$ cat config.mk
export PLATFORM = sky130hd
export DESIGN_NAME = server_address_list_parser
export DESIGN_NICKNAME = d
export VERILOG_FILES = /design/src/hdl/slp_pkg.sv /design/src/hdl/server_address_list_parser.sv /design/src/hdl/slp_in_reg.sv /design/src/hdl/slp_core.sv /design/src/hdl/slp_out_reg.sv
export SDC_FILE = /design/constraint.sdc
export NUM_CORES = 1
export LEC_CHECK = 0
export BUFFER_PORTS_ARGS = -buffer_cell sky130_fd_sc_hd__buf_2
export CAP_MARGIN = 10
export CORE_MARGIN = 4
export CORE_UTILIZATION = 35
export CTS_CLUSTER_SIZE = 10
export DETAILED_ROUTE_END_ITERATION = 8
export MAX_ROUTING_LAYER = met4
export SLEW_MARGIN = 25
export SYNTH_ARGS = -nofsm -noshare
export SYNTH_HDL_FRONTEND = slang
export SYNTH_SLANG_ARGS = --single-unit
$ cat constraint.sdc
create_clock -name i_clk -period 13.46 [get_ports i_clk]
set_input_delay 0.673 -clock i_clk [delete_from_list [all_inputs] [get_ports i_clk]]
set_output_delay 0.673 -clock i_clk [all_outputs]
set_load 0.005 [all_outputs]
$ cat src/hdl/slp_pkg.sv
// Shared types and constants of the server address list parser.
package slp_pkg;

    // Parser phase within one datagram.
    typedef enum logic [1:0] {
        PH_HEADER,
        PH_PREFIX,
        PH_BODY,
        PH_DISCARD
    } t_phase;

    // Result kind codes.
    typedef enum logic [2:0] {
        KIND_RECORD    = 3'd0,
        KIND_CLEAN     = 3'd1,
        KIND_ZERO_PORT = 3'd2,
        KIND_ILLEGAL   = 3'd3,
        KIND_TRUNC     = 3'd4,
        KIND_SHORT     = 3'd5
    } t_kind;

    // Record prefix bytes.
    localparam logic [7:0] MARK_V4 = 8'h5C;
    localparam logic [7:0] MARK_V6 = 8'h2F;

    // Address lengths in bytes.
    localparam logic [4:0] V4_BYTES = 5'd4;
    localparam logic [4:0] V6_BYTES = 5'd16;

    // One input request.
    typedef struct packed {
        logic [7:0] data_byte;
        logic       last_byte;
    } t_in_item;

    // One result request.
    typedef struct packed {
        t_kind       kind;
        logic        is_ipv6;
        logic [63:0] addr_upper;
        logic [63:0] addr_lower;
        logic [15:0] port_number;
        logic        end_of_message;
    } t_result;

endpackage

$ cat src/hdl/server_address_list_parser.sv
// Top level of the server address list parser.
//
//   Channel  | Direction | Payload
//   ---------+-----------+---------------------------------------------------
//   s_axis   | in        | tdata: data_byte; tlast: last_byte
//   m_axis   | out       | tdata: addr_upper, addr_lower, port_number;
//            |           | tuser: kind, is_ipv6; tlast: end_of_message
//
// One byte is taken every cycle while no result stalls; a byte and its result are
// held in the input register and then the result register, around the parser logic.
// Reset is synchronous and active low, and returns the parser to the header.
// A stalled result holds the result register; the input register still takes
// one more byte, and bytes that give no result keep flowing through.
module server_address_list_parser #(
    parameter int HEADER_BYTES = 22
) (
    input  logic         i_clk,
    input  logic         i_rst_n,
    input  logic         s_axis_tvalid,
    output logic         s_axis_tready,
    input  logic [7:0]   s_axis_tdata,   // [7:0] data_byte
    input  logic         s_axis_tlast,
    output logic         m_axis_tvalid,
    input  logic         m_axis_tready,
    output logic [143:0] m_axis_tdata,   // [63:0] addr_upper, [127:64] addr_lower,
                                         // [143:128] port_number
    output logic [3:0]   m_axis_tuser,   // [2:0] kind, [3] is_ipv6
    output logic         m_axis_tlast
);
    import slp_pkg::*;

    t_in_item w_in_item;
    t_in_item w_stage_item;
    logic     w_stage_valid;
    logic     w_consume;
    logic     w_res_load;
    t_result  w_core_res;
    logic     w_out_free;
    t_result  w_out_res;

    assign w_in_item.data_byte = s_axis_tdata;
    assign w_in_item.last_byte = s_axis_tlast;

    // Input register.
    slp_in_reg u_in_reg (
        .i_clk     (i_clk),
        .i_rst_n   (i_rst_n),
        .i_valid   (s_axis_tvalid),
        .i_item    (w_in_item),
        .i_consume (w_consume),
        .o_ready   (s_axis_tready),
        .o_valid   (w_stage_valid),
        .o_item    (w_stage_item)
    );

    // Parser logic.
    slp_core #(
        .HEADER_BYTES (HEADER_BYTES)
    ) u_core (
        .i_clk        (i_clk),
        .i_rst_n      (i_rst_n),
        .i_item_valid (w_stage_valid),
        .i_item       (w_stage_item),
        .i_out_free   (w_out_free),
        .o_consume    (w_consume),
        .o_res_load   (w_res_load),
        .o_res        (w_core_res)
    );

    // Result register.
    slp_out_reg u_out_reg (
        .i_clk   (i_clk),
        .i_rst_n (i_rst_n),
        .i_load  (w_res_load),
        .i_res   (w_core_res),
        .i_ready (m_axis_tready),
        .o_free  (w_out_free),
        .o_valid (m_axis_tvalid),
        .o_res   (w_out_res)
    );

    // Output packing.
    assign m_axis_tdata = {w_out_res.port_number, w_out_res.addr_lower, w_out_res.addr_upper};
    assign m_axis_tuser = {w_out_res.is_ipv6, w_out_res.kind};
    assign m_axis_tlast = w_out_res.end_of_message;

endmodule

$ cat src/hdl/slp_in_reg.sv
// Input register stage of the server address list parser.
module slp_in_reg (
    input  logic             i_clk,
    input  logic             i_rst_n,
    input  logic             i_valid,
    input  slp_pkg::t_in_item i_item,
    input  logic             i_consume,
    output logic             o_ready,
    output logic             o_valid,
    output slp_pkg::t_in_item o_item
);
    import slp_pkg::*;

    logic     r_valid;
    t_in_item r_item;

    // The stage takes a new request when it is empty or its content moves on.
    assign o_ready = !r_valid || i_consume;
    assign o_valid = r_valid;
    assign o_item  = r_item;

    // Valid flag.
    always_ff @(posedge i_clk) begin
        if (!i_rst_n) begin
            r_valid <= 1'b0;
        end else if (o_ready) begin
            r_valid <= i_valid;
        end
    end

    // Payload holds while stalled.
    always_ff @(posedge i_clk) begin
        if (o_ready && i_valid) begin
            r_item <= i_item;
        end
    end

endmodule

$ cat src/hdl/slp_core.sv
// Byte parser: phase tracking, record assembly and result decode.
module slp_core #(
    parameter int HEADER_BYTES = 22
) (
    input  logic              i_clk,
    input  logic              i_rst_n,
    input  logic              i_item_valid,
    input  slp_pkg::t_in_item i_item,
    input  logic              i_out_free,
    output logic              o_consume,
    output logic              o_res_load,
    output slp_pkg::t_result  o_res
);
    import slp_pkg::*;

    localparam int HC_W = (HEADER_BYTES < 1) ? 1 : $clog2(HEADER_BYTES + 1);
    localparam logic [HC_W-1:0] HDR_LEN = HC_W'(HEADER_BYTES);

    t_phase      r_phase, n_phase;
    logic [HC_W-1:0] r_hc, n_hc;
    logic [4:0]  r_rc, n_rc;
    logic        r_v6, n_v6;
    logic [63:0] r_upper, n_upper;
    logic [63:0] r_lower, n_lower;
    logic [7:0]  r_plow, n_plow;

    logic [HC_W-1:0] w_hc_inc;
    logic        w_hdr_done;
    logic        w_hdr_active;
    logic        w_prefix_active;
    logic        w_body_active;
    logic        w_hc_reach;
    logic        w_mark_ok;
    logic [4:0]  w_alen;
    logic        w_in_addr;
    logic        w_at_plow;
    logic [15:0] w_port;
    logic        w_res_hit;
    logic        w_fire;
    logic [7:0]  w_byte;
    logic        w_last;

    assign w_byte = i_item.data_byte;
    assign w_last = i_item.last_byte;

    // Decode of where this byte falls in the datagram.
    assign w_hdr_done      = (r_hc >= HDR_LEN);
    assign w_hdr_active    = (r_phase == PH_HEADER) && !w_hdr_done;
    assign w_prefix_active = (r_phase == PH_PREFIX) || ((r_phase == PH_HEADER) && w_hdr_done);
    assign w_body_active   = (r_phase == PH_BODY);
    assign w_hc_inc        = r_hc + HC_W'(1);
    assign w_hc_reach      = (w_hc_inc >= HDR_LEN);
    assign w_mark_ok       = (w_byte == MARK_V4) || (w_byte == MARK_V6);
    assign w_alen          = r_v6 ? V6_BYTES : V4_BYTES;
    assign w_in_addr       = (r_rc < w_alen);
    assign w_at_plow       = (r_rc == w_alen);
    assign w_port          = {w_byte, r_plow};

    // A byte is processed when its result, if any, has room to go.
    assign w_fire     = i_item_valid && (!w_res_hit || i_out_free);
    assign o_consume  = w_fire;
    assign o_res_load = w_fire && w_res_hit;

    // Next phase: the final byte always returns to the header phase.
    always_comb begin
        n_phase = r_phase;
        if (w_last) begin
            n_phase = PH_HEADER;
        end else if (w_hdr_active) begin
            n_phase = w_hc_reach ? PH_PREFIX : PH_HEADER;
        end else if (w_prefix_active) begin
            n_phase = w_mark_ok ? PH_BODY : PH_DISCARD;
        end else if (w_body_active) begin
            if (w_in_addr || w_at_plow) begin
                n_phase = PH_BODY;
            end else if (w_port == 16'd0) begin
                n_phase = PH_DISCARD;
            end else begin
                n_phase = PH_PREFIX;
            end
        end else begin
            n_phase = PH_DISCARD;
        end
    end

    // Datapath updates and the result of this byte.
    always_comb begin
        n_hc      = r_hc;
        n_rc      = r_rc;
        n_v6      = r_v6;
        n_upper   = r_upper;
        n_lower   = r_lower;
        n_plow    = r_plow;
        w_res_hit = 1'b0;
        o_res     = '0;
        o_res.kind           = KIND_RECORD;
        o_res.end_of_message = 1'b1;

        if (w_hdr_active) begin
            n_hc = w_last ? '0 : w_hc_inc;
            if (w_last) begin
                w_res_hit  = 1'b1;
                o_res.kind = w_hc_reach ? KIND_CLEAN : KIND_SHORT;
            end
        end else if (w_prefix_active) begin
            if (w_last) begin
                n_hc = '0;
            end
            if (!w_mark_ok) begin
                w_res_hit  = 1'b1;
                o_res.kind = KIND_ILLEGAL;
            end else begin
                n_v6    = (w_byte == MARK_V6);
                n_rc    = 5'd0;
                n_upper = '0;
                n_lower = '0;
                if (w_last) begin
                    w_res_hit  = 1'b1;
                    o_res.kind = KIND_TRUNC;
                end
            end
        end else if (w_body_active) begin
            if (w_last) begin
                n_hc = '0;
            end
            if (w_in_addr || w_at_plow) begin
                n_rc = r_rc + 5'd1;
                if (w_in_addr) begin
                    n_upper = {r_upper[55:0], r_lower[63:56]};
                    n_lower = {r_lower[55:0], w_byte};
                end else begin
                    n_plow = w_byte;
                end
                if (w_last) begin
                    w_res_hit  = 1'b1;
                    o_res.kind = KIND_TRUNC;
                end
            end else begin
                w_res_hit = 1'b1;
                n_rc      = 5'd0;
                if (w_port == 16'd0) begin
                    o_res.kind = KIND_ZERO_PORT;
                end else begin
                    o_res.kind           = KIND_RECORD;
                    o_res.is_ipv6        = r_v6;
                    o_res.addr_upper     = r_upper;
                    o_res.addr_lower     = r_lower;
                    o_res.port_number    = w_port;
                    o_res.end_of_message = w_last;
                end
            end
        end else begin
            // Discarded byte: only the datagram restart matters.
            if (w_last) begin
                n_hc = '0;
            end
        end
    end

    // Control state.
    always_ff @(posedge i_clk) begin
        if (!i_rst_n) begin
            r_phase <= PH_HEADER;
            r_hc    <= '0;
            r_rc    <= 5'd0;
            r_v6    <= 1'b0;
        end else if (w_fire) begin
            r_phase <= n_phase;
            r_hc    <= n_hc;
            r_rc    <= n_rc;
            r_v6    <= n_v6;
        end
    end

    // Record payload registers.
    always_ff @(posedge i_clk) begin
        if (w_fire) begin
            r_upper <= n_upper;
            r_lower <= n_lower;
            r_plow  <= n_plow;
        end
    end

endmodule

$ cat src/hdl/slp_out_reg.sv
// Result register stage of the server address list parser.
module slp_out_reg (
    input  logic             i_clk,
    input  logic             i_rst_n,
    input  logic             i_load,
    input  slp_pkg::t_result i_res,
    input  logic             i_ready,
    output logic             o_free,
    output logic             o_valid,
    output slp_pkg::t_result o_res
);
    import slp_pkg::*;

    logic    r_valid;
    t_result r_res;

    // Room for a new result when empty or the held one leaves now.
    assign o_free  = !r_valid || i_ready;
    assign o_valid = r_valid;
    assign o_res   = r_res;

    // Valid flag.
    always_ff @(posedge i_clk) begin
        if (!i_rst_n) begin
            r_valid <= 1'b0;
        end else if (i_load) begin
            r_valid <= 1'b1;
        end else if (i_ready) begin
            r_valid <= 1'b0;
        end
    end

    // Result payload.
    always_ff @(posedge i_clk) begin
        if (i_load) begin
            r_res <= i_res;
        end
    end

endmodule
# After elaboration in Yosys (flattened, before gate mapping)
# Index checks and enable logic that the tools add are counted.
# Widths: inputs -> output; s select.
# totals
ff_bits	309
in_bits	13
output_inout_bits	151
elab_cells	104
# op_classes
addsub	2
order_cmp	3
n_eq_ne	6
reduce_logical	28
muxes	44
bitwise	4
# ops
operator	n
$mux 64	9
$mux 146	2
$mux 149	1
$mux 5	8
$mux 3	7
$logic_not 16->1	1
$mux 2	7
$reduce_and 6->1	2
$add 5x1->5 const B	2
$ge 5x5->1 const B	2
$mux 1	10
$reduce_bool 2->1	5
$eq 8x6->1 const B	1
$eq 8x7->1 const B	1
$reduce_and 4->1	2
$logic_or 1x1->1	6
$eq 5x5->1	1
$logic_and 1x1->1	5
$lt 5x5->1	1
$reduce_or 5->1	1
$logic_not 1->1	4
$not 1->1	4
$eq 2x1->1 const B	1
$eq 2x2->1 const B	1
other kinds (3)	3

# Longest topological paths before layout
# logic_depth
word_depth	12
depth_mapped	9
ltp_nobuf	8

# Cells and area by module
# Synthesis repeated with hierarchy kept, for this count alone.
# unflattened
cells_unflattened	751
hier_area_um2	11885.1
# modules_own_cells
module	cells_each	area_per_inst_um2	instances	seq_area_each_um2
slp_core	584	7034.2	1	4344.2
slp_out_reg	153	4523.1	1	4494.3
slp_in_reg	14	327.8	1	290.3

# Worst setup path after synthesis
# No wires, ideal clock.
# synth_timing
path_kind	register -> register
start	register u_core.r_v6
end	register u_core.r_lower[0] (enable)
arrival_time_ps	10513
required_time_ps	12688
period_less_slack_ps	11285
path_stages_with_launch	9
setup_slack_ps	2175
n_path_buf	1
setup_ps	772
cell_sequence	dfxtp_1 inv_1 ha_1 or2_2 and3_1 o311ai_2 o21ai_2 clkbuf_1 nor3_1
# synth_via
elab_chain_len	11
word_cells_on_any_way	14
cone_classes	order compare (1); eq/ne (1); mux (5); reduce/logical (7)
# synth_rtl
element	line_no	rtl
start: declaration	slp_core.sv:22	logic r_v6, n_v6;
start signal: assignment	slp_core.sv:171	r_v6 <= n_v6;
$mux 5 *	slp_core.sv:54	assign w_alen = r_v6 ? V6_BYTES : V4_BYTES;
$lt 5x5->1 or $eq 5x5->1 (tied branches)	slp_core.sv:55, slp_core.sv:56	
$logic_or 1x1->1	slp_core.sv:126	if (w_in_addr || w_at_plow) begin
$mux 1	slp_core.sv:126	
$mux 1	slp_core.sv:122	end else if (w_body_active) begin
$mux 1	slp_core.sv:105	end else if (w_prefix_active) begin
$mux 1	slp_core.sv:99	if (w_hdr_active) begin
$logic_not 1->1	slp_core.sv:60	assign w_fire = i_item_valid && (!w_res_hit || i_out_free);
$logic_or 1x1->1	slp_core.sv:60	
$logic_and 1x1->1	slp_core.sv:60	
$reduce_and 6->1 (no source line) *	--	
end signal: assignment	slp_core.sv:179	r_lower <= n_lower;
end: declaration	slp_core.sv:24	logic [63:0] r_lower, n_lower;
# Mark *: on every way between the ends. The rest lies on a longest branch, timed or not.
# A chain may end at the register's enable or synchronous reset.

# Worst setup path in the final report
# layout_timing
start	register u_core.r_v6
end	register u_core.r_upper[59] (enable)
# layout_via
elab_chain_len	11
word_cells_on_any_way	14
cone_classes	order compare (1); eq/ne (1); mux (5); reduce/logical (7)
# layout_rtl
element	line_no	rtl
$mux 5 *	slp_core.sv:54	
$lt 5x5->1 or $eq 5x5->1 (tied branches)	slp_core.sv:55, slp_core.sv:56	
$logic_or 1x1->1	slp_core.sv:126	
$mux 1	slp_core.sv:126	
$mux 1	slp_core.sv:122	
$mux 1	slp_core.sv:105	
$mux 1	slp_core.sv:99	
$logic_not 1->1	slp_core.sv:60	
$logic_or 1x1->1	slp_core.sv:60	
$logic_and 1x1->1	slp_core.sv:60	
$reduce_and 6->1 (no source line) *	--	
end signal: assignment	slp_core.sv:178	r_upper <= n_upper;
end: declaration	slp_core.sv:23	logic [63:0] r_upper, n_upper;
# Marks and branches as above.

==> flow_summary.ini <==
[critical_path]
path_max_fanout = 73
endpoint_kind = register
ff2ff_path_depth = 9
cp_common_cell = buf_4
critPathArrivalTime_ps = 4050
cp.required_ps = 13560
r2r-start = u_core.r_v6$_SDFFE_PN0P_
r2r_slack_ps = 9510
cpLargestDelayFamily = buffers and inverters
slowest_stage = buf_4
critPathLaunchType = register
cp_cell_sequence = inv_1 > ha_1 > or2_2 > and3_1 > o311ai_2 > o21ai_2 > nor3_2 > buf_4 > buf_4
timing.rr.end = u_core.r_upper[59]$_SDFFCE_PN0P_
path_buf_inv = 3
critical_path_class = reg2reg
slowest_delay_ps = 830

[placed_design]
placed_area_um2 = 13120
port_buffers = 163
post-dp-hpwl_mm = 13.90
dp_slack_ps = 9444
place.gp.congestion = 0.8283
placed_cells = 1320

[detailed_routing]
routed_wl_mm = 22.62
vias_per_cell = 4.555
highest_layer = met4
drtIter0Drc = 391
wl_met1_mm = 10.50
wire_per_inst_um = 16.50
wl_met3_mm = 1.475
drc = 0
ant_nets = 0
wl_met2_mm = 10.29
first_pass_iters = 4
vias = 6245

[yosys]
synth.distinct_cells = 44
ys.flop_type = edfxtp_1
synth_warnings = 0
synth_top_area_cell = edfxtp_1
async_reset_ff_share_pct = 0
synth_fp_nets = 762
ys_ff_latch = 309
syn-instance-count = 742
synth-edff-count = 294
syn_area_per_cell_um2 = 15.89
ys_seq_area_share_pct = 77.41
synth_top_area_share_pct = 74.86
synth.cell_area_um2 = 11790
synth_area_leaders = edfxtp_1 75%, and2_1 7.8%, nor2b_1 6.9%

[hold_path]
holdPathStages = 1
hold_start = s_axis_tdata[1]
hold_class = in2reg
min_to = u_in_reg.o_item[2]$_DFFE_PP_

[grt]
grtUsageTotal_pct = 12.47
grt_max_degree = 129
antenna_found_initial = 0
grt_pass1_wl_mm = 34.73
overflow = 0
first_global_vias = 6079

[sta]
slew_violations = 0
tightest_slew_ps = 970.8
rsz0062_at_grt = no
setup_tns_ps = 0
fmax_mhz = 253.1
fin_hold_ws_ps = 350.3
fin_ws_ps = 9509
fin_crit_ps = 3951
finClkSkew_ps = 16.45
max_slew_margin_pct = 35.28
hold_violations = 0
finalCritPeriodShare_pct = 29.35
setup_violations = 0

[cells_and_area]
utilization_pct = 43.14
layout-drive-gt1-share_pct = 24.43
stdcell_count = 1371
final_area_um2 = 14180
n_fill_cell = 3014
antennaDiodeCount = 0
area_growth_pct = 20.23
num-nets-final = 937

[clocking]
cts_setup_buffers = 0
h-tree-depth = 2
numCtsBuffers = 37
clk_latency_ps = 500
root_buffer = clkbuf_16
cts_tree = yes
clk_pin_slew_ps = 60
cts_max_path_buffers = 3
cts_hold_buf = 0
ctsResizeCount = 0
cts_sinks = 309

[pwr]
p_switching_mw = 0.3651
p_int_mw = 1.595
power.density_nw_per_um2 = 138.2
combPwrFrac_pct = 1.1
swShare_pct = 18.63
p_leak_nw = 5.503
seq_power_share_pct = 53.8
total_power_mw = 1.960
max-vdd-ir-drop_uv = 79.78
clockPowerShare_pct = 45.1

[die]
die_h_um = 191.6
ios = 164
rows = 66
die-area_um2 = 36690
initial_utilization_pct = 35.88
core_area_um2 = 32870
fp.dieW_um = 191.6

[run_status]
status = finished clean

[flow_run]
maxCapViolCount = 0
## layout make-up
class / count / area [µm²] / share of cell area (%)
sequential: 309 / 9129 / 64.38
multi-input combinational: 386 / 2516 / 17.75
clock inverter: 3 / 42.54 / 0.3000
tap: 442 / 553.0 / 3.900
timing repair buffer: 172 / 887.1 / 6.257
clock buffer: 48 / 1010 / 7.121
inverter: 11 / 41.29 / 0.2912
## layout by cell type, fill, tap and decap left out, types with 3 or more instances in the layout
| master | synthesis | routed |
|---|---|---|
| a21oi_1 | 8 | 7 |
| and2_1 | 147 | 147 |
| buf_2 | 0 | 163 |
| buf_4 | 0 | 8 |
| clkbuf_1 | 36 | 9 |
| clkbuf_16 | 0 | 39 |
| dfxtp_1 | 15 | 15 |
| edfxtp_1 | 294 | 294 |
| ha_1 | 7 | 7 |
| inv_1 | 11 | 11 |
| nand2_1 | 7 | 7 |
| nand2b_1 | 5 | 5 |
| nand3_1 | 6 | 6 |
| nand4b_1 | 3 | 3 |
| nor2_1 | 14 | 13 |
| nor2b_1 | 131 | 131 |
| nor4_1 | 6 | 6 |
| o211ai_1 | 3 | 3 |
| o21ai_0 | 7 | 7 |
| o311ai_0 | 3 | 3 |
| o41ai_1 | 3 | 3 |
| or2_2 | 3 | 3 |
## cell families (layout without fill, tap and decap cells)
group           after synthesis  count (layout)  synth area share, %
xor+xnor                      2               2               0.1486
flops                       309             309                77.41
fa+ha+maj                     7               7               0.7427
simple gates                333             333                17.45
compound gates               42              42                2.578
buf+inv                      47             234                1.496
mux                           2               2               0.1698
## how the worst max path moves through the flow
stage / from / endpoint / slack, ps / cells past startpoint
after floorplan: u_core.r_v6$_SDFFE_PN0P_ / u_core.r_lower[0]$_SDFFCE_PN0P_ / 2170 / 8
after global placement: u_core.r_hc[1]$_SDFFE_PN0P_ / u_core.r_upper[41]$_SDFFCE_PN0P_ / 9490 / 8
after detailed placement: u_core.r_hc[1]$_SDFFE_PN0P_ / u_core.r_upper[34]$_SDFFCE_PN0P_ / 9440 / 8
after CTS: u_core.r_hc[1]$_SDFFE_PN0P_ / u_core.r_upper[59]$_SDFFCE_PN0P_ / 9390 / 8
after global routing: u_core.r_v6$_SDFFE_PN0P_ / u_core.r_upper[49]$_SDFFCE_PN0P_ / 9240 / 9
final: u_core.r_v6$_SDFFE_PN0P_ / u_core.r_upper[59]$_SDFFCE_PN0P_ / 9510 / 9
## power groups by stage
stage | Sequential [mW] | Combinational (mW) | Clock (mW)
2_1_floorplan | 1.08 | 0.0112 | 0
3_3_place_gp | 1.07 | 0.0229 | 0
3_5_place_dp | 1.07 | 0.0230 | 0
4_1_cts | 1.05 | 0.0229 | 0.914
5_1_grt | 1.05 | 0.0246 | 0.954
6_report | 1.05 | 0.0221 | 0.884
## synthesized netlist by cell type (all sizes together) (3+ instances only)
cell type and instances:
edfxtp 294, and2 147, nor2b 131, clkbuf 36, dfxtp 15, nor2 14
inv 11, a21oi 9, o21ai 8, ha 7, nand2 7, nand3 6
nor4 6, nand2b 5, o311ai 4, and3 3, nand4b 3, o211ai 3
o41ai 3, or2 3
## layer usage
metal	up-vias	global-route usage, %
li1	2972	-
met1	3041	17.60
met2	196	18.49
met3	36	2.794
met4	0	3.094
met5	-	-
## state kept, by name, summed over array words and instances, names as in the netlist, 2 cells and up
signal,flops
u_core.r_lower,64
u_core.r_hc,5
u_core.r_plow,8
u_out_reg.o_res,149
u_core.r_upper,64
u_core.r_phase,2
u_core.r_rc,5
u_in_reg.o_item,9
Power figures use the tool's default switching activity.
